===== config.mk =====
export PLATFORM = sky130hd
export DESIGN_NAME = bitmap_first_free_allocator
export DESIGN_NICKNAME = d
export VERILOG_FILES = /design/src/bffa_pkg.sv /design/src/bitmap_first_free_allocator.sv /design/src/bffa_ram.sv
export SDC_FILE = /design/constraint.sdc
export NUM_CORES = 2
export LEC_CHECK = 0
export ABC_CLOCK_PERIOD_IN_PS = 9300
export BUFFER_PORTS_ARGS = -buffer_cell sky130_fd_sc_hd__buf_2
export CORE_UTILIZATION = 45
export CTS_BUF_LIST = sky130_fd_sc_hd__clkbuf_4 sky130_fd_sc_hd__clkbuf_8 sky130_fd_sc_hd__clkbuf_16
export DETAILED_ROUTE_END_ITERATION = 12
export GPL_TIMING_DRIVEN = 0
export PLACE_DENSITY = 0.7
export RECOVER_POWER = 50
export SLEW_MARGIN = 20
export SYNTH_ARGS = -nofsm -noshare
export SYNTH_HDL_FRONTEND = slang
export SYNTH_HIERARCHICAL = 1
export SYNTH_SLANG_ARGS = --single-unit

===== constraint.sdc =====
create_clock -name clock -period 9.3 [get_ports clock]
set_input_delay 0.465 -clock clock [delete_from_list [all_inputs] [get_ports clock]]
set_output_delay 0.465 -clock clock [all_outputs]
set_load 0.02 [all_outputs]

===== src/bffa_pkg.sv =====
// ----------------------------------------------------------------------------
// Bitmap first-free allocator package
// Request and response types, command and status codes, controller states
// and parameter defaults used by the allocator top level.
// ----------------------------------------------------------------------------
`default_nettype none

package bffa_pkg;

   localparam int INODE_SLOTS_DEF      = 64;
   localparam int BLOCK_SLOTS_DEF      = 1024;
   localparam int FIRST_DATA_BLOCK_DEF = 7;

   localparam int WORD_W = 32;

   localparam logic [1:0] CMD_ALLOC_INODE = 2'd0;
   localparam logic [1:0] CMD_FREE_INODE  = 2'd1;
   localparam logic [1:0] CMD_ALLOC_BLOCK = 2'd2;
   localparam logic [1:0] CMD_FREE_BLOCK  = 2'd3;

   localparam logic [1:0] ST_OK    = 2'd0;
   localparam logic [1:0] ST_FULL  = 2'd1;
   localparam logic [1:0] ST_RANGE = 2'd2;

   typedef struct packed {
      logic [1:0] cmd;
      logic [9:0] slot_index;
   } req_type;

   typedef struct packed {
      logic [1:0]  status;
      logic [9:0]  granted_index;
      logic [6:0]  inodes_free;
      logic [10:0] blocks_free;
   } rsp_type;

   typedef enum logic [2:0] {
      S_CLEAR,
      S_IDLE,
      S_SCAN,
      S_FREE,
      S_RESP
   } state_type;

endpackage

`default_nettype wire


===== src/bitmap_first_free_allocator.sv =====
// ----------------------------------------------------------------------------
// Bitmap first-free allocator
// Inode and block bitmap pools with free counters, first-fit search over
// 32-bit bitmap words held in two synchronous RAMs.
//
// Requests arrive on req_valid/req_ready with a command and a slot index.
// Every request yields one response on rsp_valid/rsp_ready carrying the
// status, the granted index and both free counters after the command.
// An alloc reads one bitmap word per cycle from its start word until a
// word with a clear bit is found or the last word of the pool is read,
// writing the found word back in that cycle. At most 32 words are read for
// the default block pool. A free reads the word, then modifies and writes
// it; a rejected free goes straight to the response. req_ready stays low
// until the response is registered, so a new request is not taken while
// one is in flight. The bitmap RAM port, one word per cycle, sets the
// search time.
// After reset the controller sweeps both RAMs to load the initial maps,
// stepping through as many words as the larger pool has (32 by default);
// req_ready stays low during the sweep. A finished response waits in an
// output register; while the receiver stalls a new request is still
// accepted, and its response waits until the register drains.
// ----------------------------------------------------------------------------
`default_nettype none

module bitmap_first_free_allocator #(
   parameter int INODE_SLOTS      = bffa_pkg::INODE_SLOTS_DEF,
   parameter int BLOCK_SLOTS      = bffa_pkg::BLOCK_SLOTS_DEF,
   parameter int FIRST_DATA_BLOCK = bffa_pkg::FIRST_DATA_BLOCK_DEF
) (
   input  wire logic              clock,
   input  wire logic              reset,
   input  wire logic              req_valid,
   output logic                   req_ready,
   input  wire bffa_pkg::req_type req_data,
   output logic                   rsp_valid,
   input  wire logic              rsp_ready,
   output bffa_pkg::rsp_type      rsp_data
);

   localparam int WW         = bffa_pkg::WORD_W;
   localparam int IW         = (INODE_SLOTS + WW - 1) / WW;
   localparam int BW         = (BLOCK_SLOTS + WW - 1) / WW;
   localparam int IAW        = (IW > 1) ? $clog2(IW) : 1;
   localparam int BAW        = (BW > 1) ? $clog2(BW) : 1;
   localparam int MAXW       = (IW > BW) ? IW : BW;
   localparam int PW         = (MAXW > 1) ? $clog2(MAXW) : 1;
   localparam int ICW        = $clog2(INODE_SLOTS + 1);
   localparam int BCW        = $clog2(BLOCK_SLOTS + 1);
   localparam int DATA_POOL  = BLOCK_SLOTS - FIRST_DATA_BLOCK;
   localparam int START_WORD = FIRST_DATA_BLOCK / WW;
   localparam int XW         = PW + 6;

   bffa_pkg::state_type state_ff, state_in;
   logic [PW-1:0]       ptr_ff, ptr_in;
   logic [1:0]          cmd_ff, cmd_in;
   logic [4:0]          bitpos_ff, bitpos_in;
   logic [ICW-1:0]      icnt_ff, icnt_in;
   logic [BCW-1:0]      bcnt_ff, bcnt_in;
   logic [1:0]          status_ff, status_in;
   logic [9:0]          granted_ff, granted_in;
   logic                rsp_valid_ff, rsp_valid_in;
   bffa_pkg::rsp_type   rsp_data_ff, rsp_data_in;

   logic            i_wr_en, i_rd_en, b_wr_en, b_rd_en;
   logic [IAW-1:0]  i_wr_addr, i_rd_addr;
   logic [BAW-1:0]  b_wr_addr, b_rd_addr;
   logic [WW-1:0]   i_wr_data, b_wr_data, i_rd_data, b_rd_data;

   logic            is_block;
   logic [WW-1:0]   cur_word;
   logic            word_has_free;
   logic [4:0]      free_pos;
   logic [PW-1:0]   ptr_next;
   logic [PW-1:0]   scan_last;
   logic [PW-1:0]   free_word;
   logic            inode_in_range, block_in_range;
   logic            out_slot_free;
   logic [31:0]     grant_wide, icnt_wide, bcnt_wide;

   function automatic logic [4:0] lowest_set(input logic [WW-1:0] v);
      logic [4:0] pos;
      pos = '0;
      for (int b = WW - 1; b >= 0; b--) begin
         if (v[b]) begin
            pos = 5'(b);
         end
      end
      return pos;
   endfunction

   function automatic logic [WW-1:0] inode_init_word(input logic [PW-1:0] w);
      logic [WW-1:0] r;
      logic [XW-1:0] ix;
      for (int b = 0; b < WW; b++) begin
         ix   = {1'b0, w, 5'(b)};
         r[b] = (ix >= XW'(INODE_SLOTS));
      end
      return r;
   endfunction

   function automatic logic [WW-1:0] block_init_word(input logic [PW-1:0] w);
      logic [WW-1:0] r;
      logic [XW-1:0] ix;
      for (int b = 0; b < WW; b++) begin
         ix   = {1'b0, w, 5'(b)};
         r[b] = (ix < XW'(FIRST_DATA_BLOCK)) || (ix >= XW'(BLOCK_SLOTS));
      end
      return r;
   endfunction

   bffa_ram #(.WIDTH(WW), .DEPTH(IW)) u_inode_ram (
      .clock   (clock),
      .wr_en   (i_wr_en),
      .wr_addr (i_wr_addr),
      .wr_data (i_wr_data),
      .rd_en   (i_rd_en),
      .rd_addr (i_rd_addr),
      .rd_data (i_rd_data)
   );

   bffa_ram #(.WIDTH(WW), .DEPTH(BW)) u_block_ram (
      .clock   (clock),
      .wr_en   (b_wr_en),
      .wr_addr (b_wr_addr),
      .wr_data (b_wr_data),
      .rd_en   (b_rd_en),
      .rd_addr (b_rd_addr),
      .rd_data (b_rd_data)
   );

   assign is_block       = (cmd_ff == bffa_pkg::CMD_ALLOC_BLOCK) ||
                           (cmd_ff == bffa_pkg::CMD_FREE_BLOCK);
   assign cur_word       = is_block ? b_rd_data : i_rd_data;
   assign word_has_free  = ~&cur_word;
   assign free_pos       = lowest_set(~cur_word);
   assign ptr_next       = PW'(ptr_ff + 1'b1);
   assign scan_last      = is_block ? PW'(BW - 1) : PW'(IW - 1);
   assign free_word      = PW'(req_data.slot_index[9:5]);
   assign inode_in_range = ({1'b0, req_data.slot_index} < 11'(INODE_SLOTS));
   assign block_in_range = ({7'd0, req_data.slot_index} >= 17'(FIRST_DATA_BLOCK)) &&
                           ({7'd0, req_data.slot_index} < 17'(BLOCK_SLOTS));
   assign out_slot_free  = !rsp_valid_ff || rsp_ready;
   assign grant_wide     = 32'({ptr_ff, free_pos});
   assign icnt_wide      = 32'(icnt_ff);
   assign bcnt_wide      = 32'(bcnt_ff);

   assign req_ready = (state_ff == bffa_pkg::S_IDLE);
   assign rsp_valid = rsp_valid_ff;
   assign rsp_data  = rsp_data_ff;

   always_comb begin
      state_in = state_ff;
      unique case (state_ff)
         bffa_pkg::S_CLEAR: begin
            if (ptr_ff == PW'(MAXW - 1)) begin
               state_in = bffa_pkg::S_IDLE;
            end
         end
         bffa_pkg::S_IDLE: begin
            if (req_valid) begin
               unique case (req_data.cmd)
                  bffa_pkg::CMD_ALLOC_INODE: state_in = bffa_pkg::S_SCAN;
                  bffa_pkg::CMD_ALLOC_BLOCK: state_in = bffa_pkg::S_SCAN;
                  bffa_pkg::CMD_FREE_INODE:
                     state_in = inode_in_range ? bffa_pkg::S_FREE : bffa_pkg::S_RESP;
                  default:
                     state_in = block_in_range ? bffa_pkg::S_FREE : bffa_pkg::S_RESP;
               endcase
            end
         end
         bffa_pkg::S_SCAN: begin
            if (word_has_free || (ptr_ff == scan_last)) begin
               state_in = bffa_pkg::S_RESP;
            end
         end
         bffa_pkg::S_FREE: begin
            state_in = bffa_pkg::S_RESP;
         end
         bffa_pkg::S_RESP: begin
            if (out_slot_free) begin
               state_in = bffa_pkg::S_IDLE;
            end
         end
         default: begin
            state_in = bffa_pkg::S_IDLE;
         end
      endcase
   end

   always_comb begin
      ptr_in       = ptr_ff;
      cmd_in       = cmd_ff;
      bitpos_in    = bitpos_ff;
      icnt_in      = icnt_ff;
      bcnt_in      = bcnt_ff;
      status_in    = status_ff;
      granted_in   = granted_ff;
      rsp_valid_in = rsp_valid_ff && !rsp_ready;
      rsp_data_in  = rsp_data_ff;
      i_wr_en      = 1'b0;
      i_wr_addr    = ptr_ff[IAW-1:0];
      i_wr_data    = '0;
      i_rd_en      = 1'b0;
      i_rd_addr    = ptr_ff[IAW-1:0];
      b_wr_en      = 1'b0;
      b_wr_addr    = ptr_ff[BAW-1:0];
      b_wr_data    = '0;
      b_rd_en      = 1'b0;
      b_rd_addr    = ptr_ff[BAW-1:0];

      unique case (state_ff)
         bffa_pkg::S_CLEAR: begin
            ptr_in    = ptr_next;
            i_wr_en   = ({1'b0, ptr_ff} < (PW + 1)'(IW));
            i_wr_data = inode_init_word(ptr_ff);
            b_wr_en   = ({1'b0, ptr_ff} < (PW + 1)'(BW));
            b_wr_data = block_init_word(ptr_ff);
         end
         bffa_pkg::S_IDLE: begin
            if (req_valid) begin
               cmd_in     = req_data.cmd;
               bitpos_in  = req_data.slot_index[4:0];
               status_in  = bffa_pkg::ST_OK;
               granted_in = '0;
               unique case (req_data.cmd)
                  bffa_pkg::CMD_ALLOC_INODE: begin
                     ptr_in    = '0;
                     i_rd_en   = 1'b1;
                     i_rd_addr = '0;
                  end
                  bffa_pkg::CMD_ALLOC_BLOCK: begin
                     ptr_in    = PW'(START_WORD);
                     b_rd_en   = 1'b1;
                     b_rd_addr = BAW'(START_WORD);
                  end
                  bffa_pkg::CMD_FREE_INODE: begin
                     ptr_in    = free_word;
                     i_rd_en   = inode_in_range;
                     i_rd_addr = free_word[IAW-1:0];
                     if (!inode_in_range) begin
                        status_in = bffa_pkg::ST_RANGE;
                     end
                  end
                  default: begin
                     ptr_in    = free_word;
                     b_rd_en   = block_in_range;
                     b_rd_addr = free_word[BAW-1:0];
                     if (!block_in_range) begin
                        status_in = bffa_pkg::ST_RANGE;
                     end
                  end
               endcase
            end
         end
         bffa_pkg::S_SCAN: begin
            if (word_has_free) begin
               granted_in = grant_wide[9:0];
               if (is_block) begin
                  b_wr_en   = 1'b1;
                  b_wr_data = cur_word | (WW'(1) << free_pos);
                  if (bcnt_ff != '0) begin
                     bcnt_in = BCW'(bcnt_ff - 1'b1);
                  end
               end else begin
                  i_wr_en   = 1'b1;
                  i_wr_data = cur_word | (WW'(1) << free_pos);
                  if (icnt_ff != '0) begin
                     icnt_in = ICW'(icnt_ff - 1'b1);
                  end
               end
            end else if (ptr_ff == scan_last) begin
               status_in = bffa_pkg::ST_FULL;
            end else begin
               ptr_in    = ptr_next;
               i_rd_en   = !is_block;
               i_rd_addr = ptr_next[IAW-1:0];
               b_rd_en   = is_block;
               b_rd_addr = ptr_next[BAW-1:0];
            end
         end
         bffa_pkg::S_FREE: begin
            if (is_block) begin
               b_wr_en   = 1'b1;
               b_wr_data = cur_word & ~(WW'(1) << bitpos_ff);
               if (bcnt_ff < BCW'(DATA_POOL)) begin
                  bcnt_in = BCW'(bcnt_ff + 1'b1);
               end
            end else begin
               i_wr_en   = 1'b1;
               i_wr_data = cur_word & ~(WW'(1) << bitpos_ff);
               if (icnt_ff < ICW'(INODE_SLOTS)) begin
                  icnt_in = ICW'(icnt_ff + 1'b1);
               end
            end
         end
         bffa_pkg::S_RESP: begin
            if (out_slot_free) begin
               rsp_valid_in              = 1'b1;
               rsp_data_in.status        = status_ff;
               rsp_data_in.granted_index = granted_ff;
               rsp_data_in.inodes_free   = icnt_wide[6:0];
               rsp_data_in.blocks_free   = bcnt_wide[10:0];
            end
         end
         default: begin
         end
      endcase
   end

   always_ff @(posedge clock) begin
      if (reset) begin
         state_ff     <= bffa_pkg::S_CLEAR;
         ptr_ff       <= '0;
         icnt_ff      <= ICW'(INODE_SLOTS);
         bcnt_ff      <= BCW'(DATA_POOL);
         rsp_valid_ff <= 1'b0;
      end else begin
         state_ff     <= state_in;
         ptr_ff       <= ptr_in;
         icnt_ff      <= icnt_in;
         bcnt_ff      <= bcnt_in;
         rsp_valid_ff <= rsp_valid_in;
      end
      cmd_ff      <= cmd_in;
      bitpos_ff   <= bitpos_in;
      status_ff   <= status_in;
      granted_ff  <= granted_in;
      rsp_data_ff <= rsp_data_in;
   end

endmodule

`default_nettype wire


===== src/bffa_ram.sv =====
// ----------------------------------------------------------------------------
// Bitmap first-free allocator RAM
// Generic simple dual-port RAM with one write port and one registered read
// port.
// ----------------------------------------------------------------------------
`default_nettype none

module bffa_ram #(
   parameter int WIDTH = 32,
   parameter int DEPTH = 32,
   localparam int AW   = (DEPTH > 1) ? $clog2(DEPTH) : 1
) (
   input  wire logic             clock,
   input  wire logic             wr_en,
   input  wire logic [AW-1:0]    wr_addr,
   input  wire logic [WIDTH-1:0] wr_data,
   input  wire logic             rd_en,
   input  wire logic [AW-1:0]    rd_addr,
   output logic      [WIDTH-1:0] rd_data
);

   logic [WIDTH-1:0] mem_ff [DEPTH];
   logic [WIDTH-1:0] rd_data_ff;

   always_ff @(posedge clock) begin
      if (wr_en) begin
         mem_ff[wr_addr] <= wr_data;
      end
      if (rd_en) begin
         rd_data_ff <= mem_ff[rd_addr];
      end
   end

   assign rd_data = rd_data_ff;

endmodule

`default_nettype wire

# Yosys cells after proc, flatten, opt, wreduce, memory -nomap -nowiden
# Memories as Yosys holds them, arrays and structs flattened. A register that Yosys moved wholly into a read port is not among the register bits.
# Cells that the tools add are included.
# W data, S select, Z words.
# word_totals
reg_bits	76
ramBits	1088
in_bits	16
output_inout_bits	32
wordCells	228
mem_count	2
# op_classes
addsub	5
magnitude_cmp	44
n_eq_ne	25
n_shift	2
muxes	107
n_bitwise	4
n_reduce_logical	26
# mem_list
name	depth	width	rd	rd_clocked_by_memory_dff	write_ports	line_no	source
u_block_ram.mem_ff	32	32	1	1	1	bffa_ram.sv:22	logic [WIDTH-1:0] mem_ff [DEPTH];
u_inode_ram.mem_ff	2	32	1	1	1	bffa_ram.sv:22	
# op_table
operator	n
$ge A10 B7 Y1 const B	32
$mux W32	7
$pmux W32 S3	2
$mux W5	38
$lt A10 B3 Y1 const B	7
$not A32 Y32	2
$shl A1 B5 Y32 const A	2
$mux W11	5
$mux W7	5
$and A32 B32 Y32	1
$or A32 B32 Y32	1
$reduce_and A32 Y1	1
$ne A2 B2 Y1 const B	15
$pmux W11 S2	1
$mux W10	2
$pmux W10 S2	1
$pmux W5 S2	2
$mux W1	19
$mux W3	6
$pmux W3 S5	1
$pmux W5 S3	1
$pmux W7 S2	1
$pmux W1 S2	6
$reduce_and A6 Y1	2
34 further kinds	53

# Longest topological paths before layout
# logic_depth
ltp_word	41
depth_mapped	20

# Cells and area by module
# Netlist, hierarchy kept.
# by_module_without_submodules
module	instances	cells_per_inst	area_each_um2	seq_area_each_um2
bffa_ram at u_block_ram	1	2260	40812.9	31710.4
bitmap_first_free_allocator	1	801	6508.7	1981.9
bffa_ram at u_inode_ram	1	134	3439.5	2882.8

# Worst setup path after synthesis
# Ideal clock, no wire load.
# synth_timing
path_kind	register to register
startpoint	register cmd_ff[1]
endpoint	register u_block_ram.rd_data_ff[0] (netlist: u_block_ram/rd_data[0]), read port of u_block_ram.mem_ff (enable)
t_arrival_ns	4.355
t_required_ns	8.834
setup_slack_ns	4.479
stages_incl_launch_ff	11
cell_sequence	edfxtp_1 buf_6 buf_6 buf_6 buf_6 nand3b_4 a22o_4 nand4b_4 buf_6 or3_1 o21ai_0
# synth_between
elab_chain_cells	7
elab_cells_between_ends	13
cone_classes	eq/ne (3); mux (8); reduce/logical (2)
# synth_lines
element	line_no	source
start: declaration	bitmap_first_free_allocator.sv:55	logic [1:0] cmd_ff, cmd_in;
start signal: assignment	bitmap_first_free_allocator.sv:324	cmd_ff <= cmd_in;
$eq A2 B2 Y1 (on tied branches)	bitmap_first_free_allocator.sv:131, bitmap_first_free_allocator.sv:132	
$logic_or A1 B1 Y1 (*)	bitmap_first_free_allocator.sv:131	assign is_block = (cmd_ff == bffa_pkg::CMD_ALLOC_BLOCK) ||
$mux W5	bitmap_first_free_allocator.sv:137	assign scan_last = is_block ? PW'(BW - 1) : PW'(IW - 1);
$eq A5 B5 Y1	bitmap_first_free_allocator.sv:271	end else if (ptr_ff == scan_last) begin
$mux W1	bitmap_first_free_allocator.sv:271	
$mux W1 (*)	bitmap_first_free_allocator.sv:256	if (word_has_free) begin
$pmux W1 S2 (*)	bitmap_first_free_allocator.sv:211	unique case (state_ff)
via b_rd_en	bitmap_first_free_allocator.sv:64	logic i_wr_en, i_rd_en, b_wr_en, b_rd_en;
end: declaration	bffa_ram.sv:23	logic [WIDTH-1:0] rd_data_ff;
# The timed path passes the listed nets; every way through them passes the cells marked *.
# A chain may end at the register's enable or synchronous reset.

# Worst setup path after layout
# layout_timing
startpoint	register cmd_ff[1]
endpoint	register u_block_ram.rd_data_ff[19] (netlist: u_block_ram/rd_data[19]), read port of u_block_ram.mem_ff (data pin)
# layout_between
elab_chain_cells	7
elab_cells_between_ends	13
cone_classes	eq/ne (3); mux (8); reduce/logical (2)
# layout_lines
element	line_no	source
$eq A2 B2 Y1 (on tied branches)	bitmap_first_free_allocator.sv:131, bitmap_first_free_allocator.sv:132	
$logic_or A1 B1 Y1 (*)	bitmap_first_free_allocator.sv:131	
$mux W5	bitmap_first_free_allocator.sv:137	
$eq A5 B5 Y1	bitmap_first_free_allocator.sv:271	
$mux W5	n/a	
$mux W5 (*)	bitmap_first_free_allocator.sv:256	
$pmux W5 S2 (*)	bitmap_first_free_allocator.sv:211	
via b_rd_addr[1]	bitmap_first_free_allocator.sv:66	logic [BAW-1:0] b_wr_addr, b_rd_addr;
# Marks and branches as above.

==> flow_summary.json <==
{
  "status": "finished, violations left",
  "violations": "capacitance limit, slew limit",
  "crit_slowest_cell": "o211ai_1",
  "cts_tree": "yes",
  "tightest_slew_ps": 2140,
  "cp-start-kind": "flip-flop",
  "cts_resized": 0,
  "synthDominantCellAreaShare_pct": 71.0,
  "setup_tns_ps": 0,
  "antenna_left": 0,
  "die_area_mm2": 0.114,
  "fillers": 8958,
  "die_h_um": 338,
  "ys_warn_count": 6,
  "grt_pass1_vias": 28900,
  "dp_hpwl_um": 90100,
  "fin_skew_ps": 64.1,
  "path_cells": "clkbuf_1, clkbuf_1, clkbuf_1, nand3_1, a22oi_1, nand4b_4, clkbuf_1, nor3_1, nand2_1, o211ai_1, nor2b_1, buf_4, clkbuf_1, a22oi_1, a31oi_1, nand3_1",
  "layout.nets": 3468,
  "synthCells": 3195,
  "cp_data_arrival_time_ps": 7760,
  "critPathBufInv": 6,
  "grt_overflow": 0,
  "grt_usage_pct": 22.9,
  "cts_inserted_buffers": 117,
  "max_slew_margin_pct": -44.4,
  "post-route-period-util_pct": 79.8,
  "gp_congestion": 0.925,
  "final_common_cell": "edfxtp_1",
  "hold_start": "req_data[8]",
  "drc": 0,
  "synth_enable_flop_cells": 1200,
  "placed_area_mm2": 0.0552,
  "synthTopCellsByArea": "edfxtp_1 (71%), mux2i_1 (11%), a21oi_1 (2.0%), a22oi_1 (1.5%), nand3_1 (1.4%)",
  "ir_drop_mv": 0.177,
  "critPathRequiredTime_ps": 9640,
  "async_reset_ff_share_pct": 0,
  "synth_area_leader_cell": "edfxtp_1",
  "first_iter_violations": 3176,
  "final-hold-violation-count": 0,
  "grt_antenna_before_repair": 1,
  "fin_cells": 5023,
  "portBuffers": 45,
  "whs_ps": 141,
  "maxCapViolations": 12,
  "diodes": 0,
  "crit_fanout": 10,
  "start_util_pct": 45.6,
  "via_count": 29800,
  "setup_viol": 0,
  "crit_path_end_kind": "flip-flop",
  "crit_path_frequent_cell": "clkbuf_1",
  "io_pins": 48,
  "cts.sinks": 1227,
  "cpPeakStageDelay_ps": 770,
  "synth_area_mm2": 0.0508,
  "htree_levels": 3,
  "syn_to_final_growth_pct": 13.7,
  "syn_area_per_cell_um2": 15.9,
  "root_buffer": "clkbuf_16",
  "power_leakage_nw": 18.0,
  "slew_viol_final": 274,
  "dieWidth_um": 338,
  "setup.worst_path.start": "cmd_ff[1]",
  "wl_per_cell_um": 26.2,
  "ys_ff_latch": 1227,
  "critical_path.top_delay_family": "buffers and inverters",
  "rr_startpoint": "cmd_ff[1]",
  "synth_flop_cell": "edfxtp_1",
  "drive_above_1_share_pct": 10.9,
  "wl_um": 132000,
  "fmaxAchievable_mhz": 135,
  "insertion_delay_ps": 730,
  "grt_max_degree": 33,
  "period_minus_slack_ps": 7420,
  "holdCritPathClass": "input pin to flip-flop",
  "rsz0062_at_grt": "false",
  "syn-num-nets": 3230,
  "ys_seq_area_share_pct": 72.1,
  "mostFrequentLayoutCells": "edfxtp_1 (1200), mux2i_1 (537), a21oi_1 (197), nand2_1 (185), clkbuf_1 (146)",
  "p_per_area_mw_per_mm2": 203,
  "dp_cells": 4796,
  "firstDrtPassIters": 8,
  "cts_buffer_depth": 3,
  "grt_pass1_wl_um": 191000,
  "crit_type": "flip-flop to flip-flop",
  "synth_cell_types": 85,
  "final_area_mm2": 0.0577,
  "viasPerCell": 5.92,
  "core_mm2": 0.111,
  "rows": 122,
  "clk_pin_slew_ps": 70
}
-- flip-flops by register name, indices dropped and copies added (netlist names) --
register	count
u_block_ram/mem_ff	1024
u_inode_ram/mem_ff	64
u_block_ram/rd_data	32
u_inode_ram/rd_data	32
rsp_data	30
bcnt_ff	11
granted_ff	10
icnt_ff	7
b_wr_addr	5
bitpos_ff	5
state_ff	3
status_ff	2
cmd_ff	1
rsp_valid	1
-- final timing paths --
check	end	slack [ps]	depth (start not counted)
max	u_block_ram/rd_data[19]	1880	16
min	b_wr_addr[3]	140	3
min reg2reg	rsp_data[21]	420	0
max reg2reg	u_block_ram/rd_data[19]	1880	16
-- report_power, final --
group | leakage, nW | switching, mW | internal (mW)
Combinational | 6.15 | 0.554 | 0.247
Sequential | 9.91 | 0.0273 | 6.18
Clock | 1.90 | 2.05 | 2.66
Total | 18.0 | 2.64 | 9.09
-- worst min-delay path: stages --
cell and delay [ps]:
buf_2 120, a32oi_1 90, a21oi_1 120
-- logic make-up after synthesis --
logic type               Yosys count  share of synthesized area [%]
AO/OA/AOI/OAI                    580                           7.64
XOR/XNOR                          16                          0.276
adder cells (fa/ha/maj)           19                          0.498
buffers and inverters            191                           2.21
flip-flops                      1227                           72.1
multiplexers                     576                           11.7
AND/OR/NAND/NOR                  586                           5.64
-- layout make-up --
type / count / area (µm²) / share of cell area (%)
flip-flops and latches: 1227 / 36600 / 63.3
well taps: 1488 / 1860 / 3.22
inverters: 18 / 67.6 / 0.117
clock inverters: 72 / 634 / 1.10
repair buffers: 119 / 1240 / 2.15
plain buffers: 173 / 965 / 1.67
clock buffers: 149 / 3200 / 5.55
multi-input cells: 1777 / 13200 / 22.9
-- cells in the mapped netlist, types with 4 or more instances --
cell and count:
edfxtp_1 1200, mux2i_1 537, a21oi_1 198, nand2_1 185, nand3_1 142, a22oi_1 102, nor2_1 94, a22o_1 67
clkbuf_1 65, o21ai_0 57, nor3_1 47, buf_4 36, a31oi_1 34, buf_2 34, mux2_4 30, dfxtp_1 27
buf_6 23, nand3b_1 20, o211ai_1 19, o221ai_1 19, nor2b_1 18, ha_1 17, inv_1 17, and3_1 14
o22ai_1 14, nand2b_1 12, buf_1 10, xnor2_1 10, a21o_1 9, mux2_2 9, nand4_1 8, o21bai_1 8
or3_1 7, and2_1 6, xor2_1 6, nor4_1 5, o21a_1 5, a211oi_1 4, a221oi_1 4, a32oi_1 4
and3b_1 4, or2_2 4
-- routing by layer --
layer | part of all wire, % | up-vias | global-route usage, % | wire (µm)
met5 | 0 | - | 0 | 0
met4 | 2.3 | 0 | 6.02 | 3020
met3 | 7.5 | 204 | 3.75 | 9900
met2 | 48 | 1212 | 38.1 | 63700
met1 | 42 | 15200 | 31.1 | 55000
li1 | - | 13100 | - | -
-- through the flow --
step	util (%)	setup slack, ps	power, mW
6_report	51.9	1880	11.7
4_1_cts	53.1	3320	11.8
2_1_floorplan	-	4480	6.80
5_1_grt	51.9	1700	12.0
3_3_place_gp	47.5	2240	7.10
3_5_place_dp	49.6	3370	7.18
-- timing repair --
| item | CTS | global route |
|---|---|---|
| buffers inserted | 0 | 0 |
| endpoints found under the hold margin | 5 | 0 |
| hold buffers | 5 | 0 |
Power figures use the tool's default switching activity.
